$ cat config.mk
export PLATFORM = sky130hd
export DESIGN_NAME = sd_spi_command_block_engine_flat
export DESIGN_NICKNAME = d
export VERILOG_FILES = /design/src/hw/rtl/sdspi_pkg.sv /design/src/hw/rtl/sdspi_if.sv /design/src/hw/rtl/sdspi_step.sv /design/src/hw/rtl/sd_spi_command_block_engine.sv /design/src/flat_wrapper.sv
export SDC_FILE = /design/constraint.sdc
export NUM_CORES = 1
export LEC_CHECK = 0
export ABC_CLOCK_PERIOD_IN_PS = 6900
export BUFFER_PORTS_ARGS = -buffer_cell sky130_fd_sc_hd__buf_2
export CAP_MARGIN = 20
export CORE_AREA = 4 4 167 169
export DETAILED_ROUTE_END_ITERATION = 12
export DIE_AREA = 0 0 171 173
export SLEW_MARGIN = 20
export SYNTH_ARGS = -nofsm -noshare
export SYNTH_HDL_FRONTEND = slang
export SYNTH_SLANG_ARGS = --single-unit
$ cat constraint.sdc
create_clock -name clk -period 6.9 [get_ports clk]
set_input_delay 1.38 -clock clk [delete_from_list [all_inputs] [get_ports clk]]
set_output_delay 1.38 -clock clk [all_outputs]
set_load 0.01 [all_outputs]
$ cat src/hw/rtl/sdspi_pkg.sv
package sdspi_pkg;

	localparam logic [1:0] OP_CMD   = 2'd0;
	localparam logic [1:0] OP_READ  = 2'd1;
	localparam logic [1:0] OP_WRITE = 2'd2;
	localparam logic [1:0] OP_SLOT  = 2'd3;

	localparam logic [1:0] RESP_R1  = 2'd0;
	localparam logic [1:0] RESP_R1B = 2'd1;
	localparam logic [1:0] RESP_R2  = 2'd2;
	localparam logic [1:0] RESP_R3  = 2'd3;

	localparam logic [1:0] ST_OK      = 2'd0;
	localparam logic [1:0] ST_TIMEOUT = 2'd1;
	localparam logic [1:0] ST_R1_ERR  = 2'd2;

	localparam logic [1:0] CMD_START_BITS = 2'b01;
	localparam logic [7:0] BYTE_IDLE      = 8'hFF;
	localparam logic [7:0] TOKEN_START    = 8'hFE;
	localparam logic [5:0] CMD_READ_BLOCK  = 6'd17;
	localparam logic [5:0] CMD_WRITE_BLOCK = 6'd24;

	localparam logic [7:0] RESP_TIMEOUT = 8'd255;
	localparam logic [7:0] TOKEN_WAIT   = 8'd100;
	localparam int BLOCK_SHIFT          = 9;
	localparam logic [9:0] BLOCK_BYTES  = 10'd512;
	localparam logic [9:0] FRAME_BYTES  = 10'd6;
	localparam logic [9:0] CRC_BYTES    = 10'd2;

	typedef enum logic [13:0] {
		PH_IDLE     = 14'h0001,
		PH_SEND     = 14'h0002,
		PH_POLL     = 14'h0004,
		PH_COLLECT  = 14'h0008,
		PH_BUSY     = 14'h0010,
		PH_BUSYEND  = 14'h0020,
		PH_TOKEN    = 14'h0040,
		PH_RD_DATA  = 14'h0080,
		PH_RD_CRC   = 14'h0100,
		PH_FILL     = 14'h0200,
		PH_WR_TOKEN = 14'h0400,
		PH_WR_DATA  = 14'h0800,
		PH_WR_CRC   = 14'h1000,
		PH_WR_BUSY  = 14'h2000
	} phase_t;

	typedef struct packed {
		logic [1:0]  operation;
		logic [5:0]  cmd_index;
		logic [31:0] cmd_argument;
		logic [7:0]  cmd_crc;
		logic [1:0]  resp_kind;
		logic [7:0]  rx_byte;
		logic [7:0]  wr_byte;
	} item_t;

	typedef struct packed {
		logic [7:0]  tx_byte;
		logic        tx_valid;
		logic        chip_select_n;
		logic [7:0]  rd_byte;
		logic        rd_valid;
		logic        wr_request;
		logic        done_res;
		logic [1:0]  status;
		logic [39:0] response;
	} result_t;

	typedef struct packed {
		phase_t      phase;
		logic [1:0]  op_kind;
		logic [47:0] frame_shift;
		logic [9:0]  byte_count;
		logic [7:0]  wait_count;
		logic [1:0]  resp_type;
		logic [39:0] resp_shift;
	} state_t;

endpackage

$ cat src/hw/rtl/sdspi_if.sv
interface sdspi_req_if;
	logic        valid;
	logic        ready;
	logic [1:0]  operation;
	logic [5:0]  cmd_index;
	logic [31:0] cmd_argument;
	logic [7:0]  cmd_crc;
	logic [1:0]  resp_kind;
	logic [7:0]  rx_byte;
	logic [7:0]  wr_byte;

	modport source (output valid, operation, cmd_index, cmd_argument, cmd_crc, resp_kind,
		rx_byte, wr_byte, input ready);
	modport sink (input valid, operation, cmd_index, cmd_argument, cmd_crc, resp_kind,
		rx_byte, wr_byte, output ready);
endinterface

interface sdspi_res_if;
	logic        valid;
	logic        ready;
	logic [7:0]  tx_byte;
	logic        tx_valid;
	logic        chip_select_n;
	logic [7:0]  rd_byte;
	logic        rd_valid;
	logic        wr_request;
	logic        done_res;
	logic [1:0]  status;
	logic [39:0] response;

	modport source (output valid, tx_byte, tx_valid, chip_select_n, rd_byte, rd_valid,
		wr_request, done_res, status, response, input ready);
	modport sink (input valid, tx_byte, tx_valid, chip_select_n, rd_byte, rd_valid,
		wr_request, done_res, status, response, output ready);
endinterface

$ cat src/hw/rtl/sdspi_step.sv
module sdspi_step import sdspi_pkg::*; #(
	parameter logic [7:0] POLL_LIMIT  = RESP_TIMEOUT,
	parameter logic [7:0] TOKEN_LIMIT = TOKEN_WAIT
) (
	input  state_t  st,
	input  item_t   item,
	output state_t  nx,
	output result_t res
);

	logic [5:0]  idx;
	logic [31:0] arg;
	logic [7:0]  crc;
	logic [47:0] frame;
	logic [7:0]  wc_inc;
	logic [9:0]  bc_inc;
	logic        over;

	function automatic result_t slot_res(input logic [7:0] b);
		result_t r;
		r = '0;
		r.tx_byte = b;
		r.tx_valid = 1'b1;
		r.chip_select_n = 1'b0;
		return r;
	endfunction

	function automatic result_t finish_res(input logic [1:0] s, input logic [39:0] rsp);
		result_t r;
		r = '0;
		r.chip_select_n = 1'b1;
		r.done_res = 1'b1;
		r.status = s;
		r.response = rsp;
		return r;
	endfunction

	assign wc_inc = st.wait_count + 8'd1;
	assign bc_inc = st.byte_count + 10'd1;

	always_comb begin
		nx = st;
		res = '0;
		res.chip_select_n = (st.phase == PH_IDLE);
		idx = item.cmd_index;
		arg = item.cmd_argument;
		crc = item.cmd_crc;
		frame = '0;
		over = 1'b0;
		if (item.operation != OP_SLOT) begin
			if (st.phase == PH_IDLE) begin
				if (item.operation == OP_CMD) begin
					nx.resp_type = item.resp_kind;
				end else begin
					idx = (item.operation == OP_READ) ? CMD_READ_BLOCK : CMD_WRITE_BLOCK;
					arg = {item.cmd_argument[31-BLOCK_SHIFT:0], {BLOCK_SHIFT{1'b0}}};
					crc = BYTE_IDLE;
					nx.resp_type = RESP_R1;
				end
				frame = {CMD_START_BITS, idx, arg, crc};
				nx.op_kind = item.operation;
				nx.frame_shift = {frame[39:0], 8'h00};
				nx.byte_count = 10'd1;
				nx.wait_count = '0;
				nx.resp_shift = '0;
				nx.phase = PH_SEND;
				res = slot_res(frame[47:40]);
			end
		end else begin
			unique case (st.phase)
				PH_IDLE: begin
					res.chip_select_n = 1'b1;
				end
				PH_SEND: begin
					if (st.byte_count < FRAME_BYTES) begin
						res = slot_res(st.frame_shift[47:40]);
						nx.frame_shift = {st.frame_shift[39:0], 8'h00};
						nx.byte_count = bc_inc;
					end else begin
						nx.phase = PH_POLL;
						nx.wait_count = '0;
						res = slot_res(BYTE_IDLE);
					end
				end
				PH_POLL: begin
					nx.wait_count = wc_inc;
					if (!item.rx_byte[7]) begin
						nx.resp_shift = {32'd0, item.rx_byte};
						unique case (st.resp_type)
							RESP_R2: nx.byte_count = 10'd1;
							RESP_R3: nx.byte_count = 10'd4;
							default: nx.byte_count = 10'd0;
						endcase
						nx.phase = PH_COLLECT;
						res = slot_res(BYTE_IDLE);
					end else if (wc_inc >= POLL_LIMIT) begin
						nx.resp_shift = '0;
						nx.phase = PH_IDLE;
						res = finish_res(ST_TIMEOUT, '0);
					end else begin
						res = slot_res(BYTE_IDLE);
					end
				end
				PH_COLLECT: begin
					if (st.byte_count != 10'd0) begin
						nx.resp_shift = {st.resp_shift[31:0], item.rx_byte};
						nx.byte_count = st.byte_count - 10'd1;
						res = slot_res(BYTE_IDLE);
					end else if (st.resp_type == RESP_R1B) begin
						nx.phase = PH_BUSY;
						res = slot_res(BYTE_IDLE);
					end else begin
						over = 1'b1;
					end
				end
				PH_BUSY: begin
					if (item.rx_byte == BYTE_IDLE) begin
						nx.phase = PH_BUSYEND;
					end
					res = slot_res(BYTE_IDLE);
				end
				PH_BUSYEND: begin
					over = 1'b1;
				end
				PH_TOKEN: begin
					nx.wait_count = wc_inc;
					if (item.rx_byte == TOKEN_START || wc_inc >= TOKEN_LIMIT) begin
						nx.phase = PH_RD_DATA;
						nx.byte_count = '0;
					end
					res = slot_res(BYTE_IDLE);
				end
				PH_RD_DATA: begin
					res = slot_res(BYTE_IDLE);
					res.rd_byte = item.rx_byte;
					res.rd_valid = 1'b1;
					nx.byte_count = bc_inc;
					if (bc_inc >= BLOCK_BYTES) begin
						nx.phase = PH_RD_CRC;
						nx.byte_count = '0;
					end
				end
				PH_RD_CRC: begin
					nx.byte_count = bc_inc;
					if (bc_inc >= CRC_BYTES) begin
						nx.phase = PH_IDLE;
						res = finish_res(ST_OK, st.resp_shift);
					end else begin
						res = slot_res(BYTE_IDLE);
					end
				end
				PH_FILL: begin
					nx.phase = PH_WR_TOKEN;
					res = slot_res(TOKEN_START);
					res.wr_request = 1'b1;
				end
				PH_WR_TOKEN: begin
					nx.phase = PH_WR_DATA;
					nx.byte_count = 10'd1;
					res = slot_res(item.wr_byte);
					res.wr_request = (10'd1 < BLOCK_BYTES);
				end
				PH_WR_DATA: begin
					if (st.byte_count < BLOCK_BYTES) begin
						nx.byte_count = bc_inc;
						res = slot_res(item.wr_byte);
						res.wr_request = (bc_inc < BLOCK_BYTES);
					end else begin
						nx.phase = PH_WR_CRC;
						nx.byte_count = 10'd1;
						res = slot_res(BYTE_IDLE);
					end
				end
				PH_WR_CRC: begin
					if (st.byte_count < CRC_BYTES) begin
						nx.byte_count = CRC_BYTES;
					end else begin
						nx.phase = PH_WR_BUSY;
					end
					res = slot_res(BYTE_IDLE);
				end
				PH_WR_BUSY: begin
					if (item.rx_byte == BYTE_IDLE) begin
						nx.phase = PH_IDLE;
						res = finish_res(ST_OK, st.resp_shift);
					end else begin
						res = slot_res(BYTE_IDLE);
					end
				end
				default: begin
					nx.phase = PH_IDLE;
					res.chip_select_n = 1'b1;
				end
			endcase
			if (over) begin
				if (st.op_kind == OP_CMD) begin
					nx.phase = PH_IDLE;
					res = finish_res(ST_OK, st.resp_shift);
				end else if (st.resp_shift[7:0] != 8'd0) begin
					nx.phase = PH_IDLE;
					res = finish_res(ST_R1_ERR, st.resp_shift);
				end else if (st.op_kind == OP_READ) begin
					nx.phase = PH_TOKEN;
					nx.wait_count = '0;
					res = slot_res(BYTE_IDLE);
				end else begin
					nx.phase = PH_FILL;
					res = slot_res(BYTE_IDLE);
				end
			end
		end
	end

endmodule

$ cat src/hw/rtl/sd_spi_command_block_engine.sv
// SD card SPI-mode command and block engine, master side.
// req carries one item per SPI byte slot: a request (command, block read,
// block write) opens a transaction, and each later item reports a completed
// slot with the byte the card returned and, when asked for, a write byte.
// res returns exactly one item per req item: the byte for the next slot,
// chip select level, read data, write data request, and on the last item of
// a transaction the status and gathered response.
// The result is registered: a req item passes the input register, then the
// sequencer step into the result register, where res can take it.
// Throughput is one item per cycle while res takes its items; the state
// update is registered together with the result, so the next item sees the
// new state straight away.
// When res stalls, the held result and the input register keep their
// items, and req.ready stays low while both are full until res takes its item.
// POLL_LIMIT bounds the response poll and TOKEN_LIMIT the read token wait.
// Reset clears the sequencer to idle with chip select released and drops
// any item in flight.
module sd_spi_command_block_engine import sdspi_pkg::*; #(
	parameter logic [7:0] POLL_LIMIT  = RESP_TIMEOUT,
	parameter logic [7:0] TOKEN_LIMIT = TOKEN_WAIT
) (
	input  logic        clk,
	input  logic        arst_n,
	sdspi_req_if.sink   req,
	sdspi_res_if.source res
);

	item_t   item_s1;
	logic    valid_s1;
	state_t  state_q;
	state_t  state_nx;
	result_t res_nx;
	result_t res_s2;
	logic    valid_s2;
	logic    advance;
	item_t   req_item;

	assign advance = !valid_s2 || res.ready;
	assign req.ready = !valid_s1 || advance;

	assign req_item = '{operation: req.operation, cmd_index: req.cmd_index,
		cmd_argument: req.cmd_argument, cmd_crc: req.cmd_crc, resp_kind: req.resp_kind,
		rx_byte: req.rx_byte, wr_byte: req.wr_byte};

	sdspi_step #(
		.POLL_LIMIT  (POLL_LIMIT),
		.TOKEN_LIMIT (TOKEN_LIMIT)
	) u_step (
		.st   (state_q),
		.item (item_s1),
		.nx   (state_nx),
		.res  (res_nx)
	);

	always_ff @(posedge clk or negedge arst_n) begin
		if (!arst_n) begin
			valid_s1 <= 1'b0;
			valid_s2 <= 1'b0;
			state_q <= '{phase: PH_IDLE, default: '0};
		end else begin
			if (req.ready) begin
				valid_s1 <= req.valid;
			end
			if (advance) begin
				valid_s2 <= valid_s1;
				if (valid_s1) begin
					state_q <= state_nx;
				end
			end
		end
	end

	always_ff @(posedge clk) begin
		if (req.ready && req.valid) begin
			item_s1 <= req_item;
		end
		if (advance && valid_s1) begin
			res_s2 <= res_nx;
		end
	end

	assign res.valid = valid_s2;
	assign res.tx_byte = res_s2.tx_byte;
	assign res.tx_valid = res_s2.tx_valid;
	assign res.chip_select_n = res_s2.chip_select_n;
	assign res.rd_byte = res_s2.rd_byte;
	assign res.rd_valid = res_s2.rd_valid;
	assign res.wr_request = res_s2.wr_request;
	assign res.done_res = res_s2.done_res;
	assign res.status = res_s2.status;
	assign res.response = res_s2.response;

endmodule
$ cat src/flat_wrapper.sv
// flat-port wrapper written by rule: the top's interface ports become plain ports
module sd_spi_command_block_engine_flat import sdspi_pkg::*;
#(
	parameter logic [7:0] POLL_LIMIT  = RESP_TIMEOUT,
	parameter logic [7:0] TOKEN_LIMIT = TOKEN_WAIT
)
  (clk, arst_n, req_valid, req_operation, req_cmd_index, req_cmd_argument, req_cmd_crc, req_resp_kind, req_rx_byte, req_wr_byte, req_ready, res_valid, res_tx_byte, res_tx_valid, res_chip_select_n, res_rd_byte, res_rd_valid, res_wr_request, res_done_res, res_status, res_response, res_ready);
  sdspi_req_if req_i ();
  sdspi_res_if res_i ();
  input  logic clk;
  input  logic arst_n;
  input wire logic [$bits(req_i.valid)-1:0] req_valid;
  input wire logic [$bits(req_i.operation)-1:0] req_operation;
  input wire logic [$bits(req_i.cmd_index)-1:0] req_cmd_index;
  input wire logic [$bits(req_i.cmd_argument)-1:0] req_cmd_argument;
  input wire logic [$bits(req_i.cmd_crc)-1:0] req_cmd_crc;
  input wire logic [$bits(req_i.resp_kind)-1:0] req_resp_kind;
  input wire logic [$bits(req_i.rx_byte)-1:0] req_rx_byte;
  input wire logic [$bits(req_i.wr_byte)-1:0] req_wr_byte;
  output wire logic [$bits(req_i.ready)-1:0] req_ready;
  output wire logic [$bits(res_i.valid)-1:0] res_valid;
  output wire logic [$bits(res_i.tx_byte)-1:0] res_tx_byte;
  output wire logic [$bits(res_i.tx_valid)-1:0] res_tx_valid;
  output wire logic [$bits(res_i.chip_select_n)-1:0] res_chip_select_n;
  output wire logic [$bits(res_i.rd_byte)-1:0] res_rd_byte;
  output wire logic [$bits(res_i.rd_valid)-1:0] res_rd_valid;
  output wire logic [$bits(res_i.wr_request)-1:0] res_wr_request;
  output wire logic [$bits(res_i.done_res)-1:0] res_done_res;
  output wire logic [$bits(res_i.status)-1:0] res_status;
  output wire logic [$bits(res_i.response)-1:0] res_response;
  input wire logic [$bits(res_i.ready)-1:0] res_ready;
  assign req_i.valid = req_valid;
  assign req_i.operation = req_operation;
  assign req_i.cmd_index = req_cmd_index;
  assign req_i.cmd_argument = req_cmd_argument;
  assign req_i.cmd_crc = req_cmd_crc;
  assign req_i.resp_kind = req_resp_kind;
  assign req_i.rx_byte = req_rx_byte;
  assign req_i.wr_byte = req_wr_byte;
  assign req_ready = req_i.ready;
  assign res_valid = res_i.valid;
  assign res_tx_byte = res_i.tx_byte;
  assign res_tx_valid = res_i.tx_valid;
  assign res_chip_select_n = res_i.chip_select_n;
  assign res_rd_byte = res_i.rd_byte;
  assign res_rd_valid = res_i.rd_valid;
  assign res_wr_request = res_i.wr_request;
  assign res_done_res = res_i.done_res;
  assign res_status = res_i.status;
  assign res_response = res_i.response;
  assign res_i.ready = res_ready;
  sd_spi_command_block_engine #(.POLL_LIMIT(POLL_LIMIT), .TOKEN_LIMIT(TOKEN_LIMIT)) u_core (.clk(clk), .arst_n(arst_n), .req(req_i), .res(res_i));
endmodule
==> results.md <==
* Status: completed
* Initial antenna violation count at 0
* Crit-path max cell delay at approximately 0.84 ns
* Cell variety after synth at 73
* Register area share after synthesis at approximately 58%
* Post-synthesis cell area at ~0.012 sq mm
* Syn Inst Count at 1094
* Yosys warns at 0
* Worst setup SP type: flip-flop
* CTS tree: done
* Commonest register cell after synthesis: edfxtp_1
* Clock latency on the worst-skew pair at 0.53 ns
* Crit. End Element: flip-flop
* Crit path top cell by count: buf_4
* Clock transition at path regs at about 0.060 ns
* Syn_area_per_cell at ~11 sq um
* Clk buf depth at 3
* Data arrival, critical path at 4.21 ns
* Worst Tran Pin Value at 1.04 ns
* Static leakage power at roughly 5.6 nW
* Setup TNS at 0 ns
* Worst Hold Class: reg2reg
* Wire per inst at between 15 and 20 um
* Peak VDD IR at approximately 220 uV
* Pre-antenna DRT Iters at 7
* TritonCTS Sinks at roughly 250
* Min setup slack post-route at a little over 3 ns
* Post-CTS setup repair buffer count at 0
* Vias in the first global route at about 8500
* Share of cells above drive strength 1 at between 10% and 20%
* Critical Path Slowest Stage Cell: nor2_2
* Power Total at around 4.2 mW
* Largest delay share family, worst path: compound AO/OA/AOI/OAI gates
* Final WL at roughly 30000 um
* Inserted Clock Buffers at 26
* DRC at 0
* Final Net Count at between 1000 and 1500
* RSZ-0062 raised after global routing: no
* Gr ovfl total at 0
* FP Rows at 60
* Tcrit/Tclk final at a little over half
* Initial drt markers at between 800 and 900
* Largest net degree at the start of global routing at about 80
* Area Growth Syn to Fin at 16.0%
* ANT cells at 0
* Routability cong. at roughly 0.95
* CP Class: reg2reg
* Final Hold Vio Count at 0
* Post-DRT Antenna Nets at 0
* Post-DR vias/cell at 5.71
* Total GRT Usage at 20.1%
* Post-cts resize count at 0
* Post-DP HPWL at 20600 um
* Clk_skew at between 0.01 and 0.015 ns
* Die height at about 170 um
* Max_cap viols at 0
* First-pass GRT wire length at 48000 um
* P per Cell Area at 311 mW/mm^2
* Fin crit period at 3.79 ns
* Hold_buf cts at 0
* Io pins at between 100 and 150
* Htree depth at 1
* Post-synth EDFFs at roughly 130
* Fmax at between 200 and 300 MHz
* Core Footprint at about 0.027 sq mm
* Dpl ws at around 3.2 ns
* Worst Path Max Fanout at between 70 and 80
* Worst R2R Setup Slack at just over 3 ns
* Via count at 8868
* Worst-path cell chain: buf_4, inv_1, nor2_2, o21ai_0, a21oi_1, o31ai_4, buf_4, a22o_1
* Die X-Extent at approximately 170 um
* Number of I/O port buffers at ~130
* Setup violators final at 0
* Root Buffer: clkbuf_16
* Ys async rst share at about 48%
* Die area at just under 0.03 sq mm
* Syn nets at 1172
* Synthesis-stage register bit count at 247
* Crit path buffers/inverters at 3
* Final Max Tran Viols at 0
* Worst path required time at 7.31 ns
* Worst rel slew slack at between 30% and 40%
* Initial Util at 44.3%
-- stage by stage --
step	utilization [%]	area, sq um	hold WS (ns)	cells
5_1_grt	51.4	13700	0.506	1552
3_3_place_gp	47.8	12700	0.464	1504
3_5_place_dp	47.8	12700	0.471	1504
6_report	51.4	13700	0.481	1552
2_1_floorplan	-	11800	0.450	1094
4_1_cts	51.4	13700	0.484	1552
-- final cells by class --
class	count	area (sq um)
repair buffers	148	782
flip-flops and latches	247	6830
clock buffers	33	738
clock inverters	15	215
well taps	341	427
fillers	2409	12900
multi-input cells	752	4610
inverters	16	60.1
-- worst min-delay path, cell delays in order, from the launching register on --
cell and delay [ns]:
dfrtp_1 0.34, nand2_1 0.05, o21ai_0 0.06
-- flip-flops by register name, indices dropped and copies added (netlist names) --
name,cells
u_core.res.tx_valid,1
u_core.res.wr_request,1
u_core.res.response,40
u_core.res.valid,1
u_core.res.chip_select_n,1
u_core.res.done_res,1
u_core.res.rd_byte,8
u_core.item_s1,66
u_core.res.tx_byte,8
u_core.res.status,2
u_core.state_q,116
u_core.valid_s1,1
u_core.res.rd_valid,1
-- cell usage after synthesis (4+ instances only) --
cell	count	area, sq um
nor4b_1	6	52.6
or4_1	7	52.6
xnor2_1	4	35.0
a21o_1	5	37.5
o21ai_0	102	510
or3_1	10	62.6
a22oi_1	12	90.1
a22o_1	50	438
inv_1	16	60.1
o21a_1	6	45.0
edfxtp_1	129	3870
mux2i_1	29	290
a32o_1	6	60.1
nand2b_1	13	81.3
dfrtp_1	117	2930
nor3_1	54	270
buf_1	6	22.5
and2_1	54	338
nand4_1	12	75.1
nand2_1	120	450
nand3_1	23	115
buf_2	12	60.1
or2_2	5	31.3
o22ai_1	5	31.3
nand3b_1	4	30.0
nor2_1	54	203
a211oi_1	4	30.0
ha_1	8	100
o31ai_1	8	60.1
a21oi_1	51	255
nand4b_1	4	35.0
a31oi_1	11	68.8
and3_1	11	68.8
clkbuf_1	59	221
nor4_1	15	93.8
-- power by group --
| group | leakage, nW | switching [mW] | total [mW] | internal, mW |
|---|---|---|---|---|
| Clock | 0.460 | 0.573 | 1.52 | 0.945 |
| Combinational | 2.22 | 0.587 | 0.884 | 0.297 |
| Sequential | 2.89 | 0.122 | 1.84 | 1.72 |
| Total | 5.57 | 1.28 | 4.24 | 2.96 |
-- metal layers --
layer  vias to the layer above  GRT usage [%]  wire [um]
met5                         -              0          0
met4                         0           5.65        794
met3                        53           3.27       1620
met2                       272           33.0      14600
met1                      4253           27.6      13000
li1                       4290              -          -
-- final timing paths --
kind	from	endpoint	cells after the start
setup / recovery	u_core.item_s1[65]$_DFFE_PP_	u_core.state_q[12]$_DFFE_PN0P_	8
hold / removal	u_core.state_q[97]$_DFFE_PN0P_	u_core.state_q[97]$_DFFE_PN0P_	2
setup reg to reg	u_core.item_s1[65]$_DFFE_PP_	u_core.state_q[12]$_DFFE_PN0P_	8
hold reg to reg	u_core.state_q[97]$_DFFE_PN0P_	u_core.state_q[97]$_DFFE_PN0P_	2
max in group asynchronous	arst_n	u_core.state_q[72]$_DFFE_PN0P_	2
min in group asynchronous	arst_n	u_core.state_q[112]$_DFFE_PN0P_	1
-- cells by family (layout without fill, tap and decap cells) --
logic type | count (synthesis) | in the layout | synth area share [%]
adders and majority gates | 8 | 8 | 0.850
xor gates and xnor gates | 7 | 7 | 0.521
DFF | 247 | 247 | 58.0
buffers and inverters | 95 | 212 | 3.25
AOI/OAI and AO/OA | 296 | 296 | 16.6
and+or+nand+nor | 410 | 410 | 18.1
muxes | 31 | 31 | 2.66
-- cell usage in the layout (no fill, tap or decap), drive strengths merged, types with 23 or more instances in the layout --
cell	count
edfxtp	129
nor3	57
a22o	50
dfrtp	117
clkbuf	33
nand2	121
and2	54
nand3	23
o21ai	103
mux2i	29
nor2	54
a21oi	51
buf	148
(Power assumes the default switching activity.)
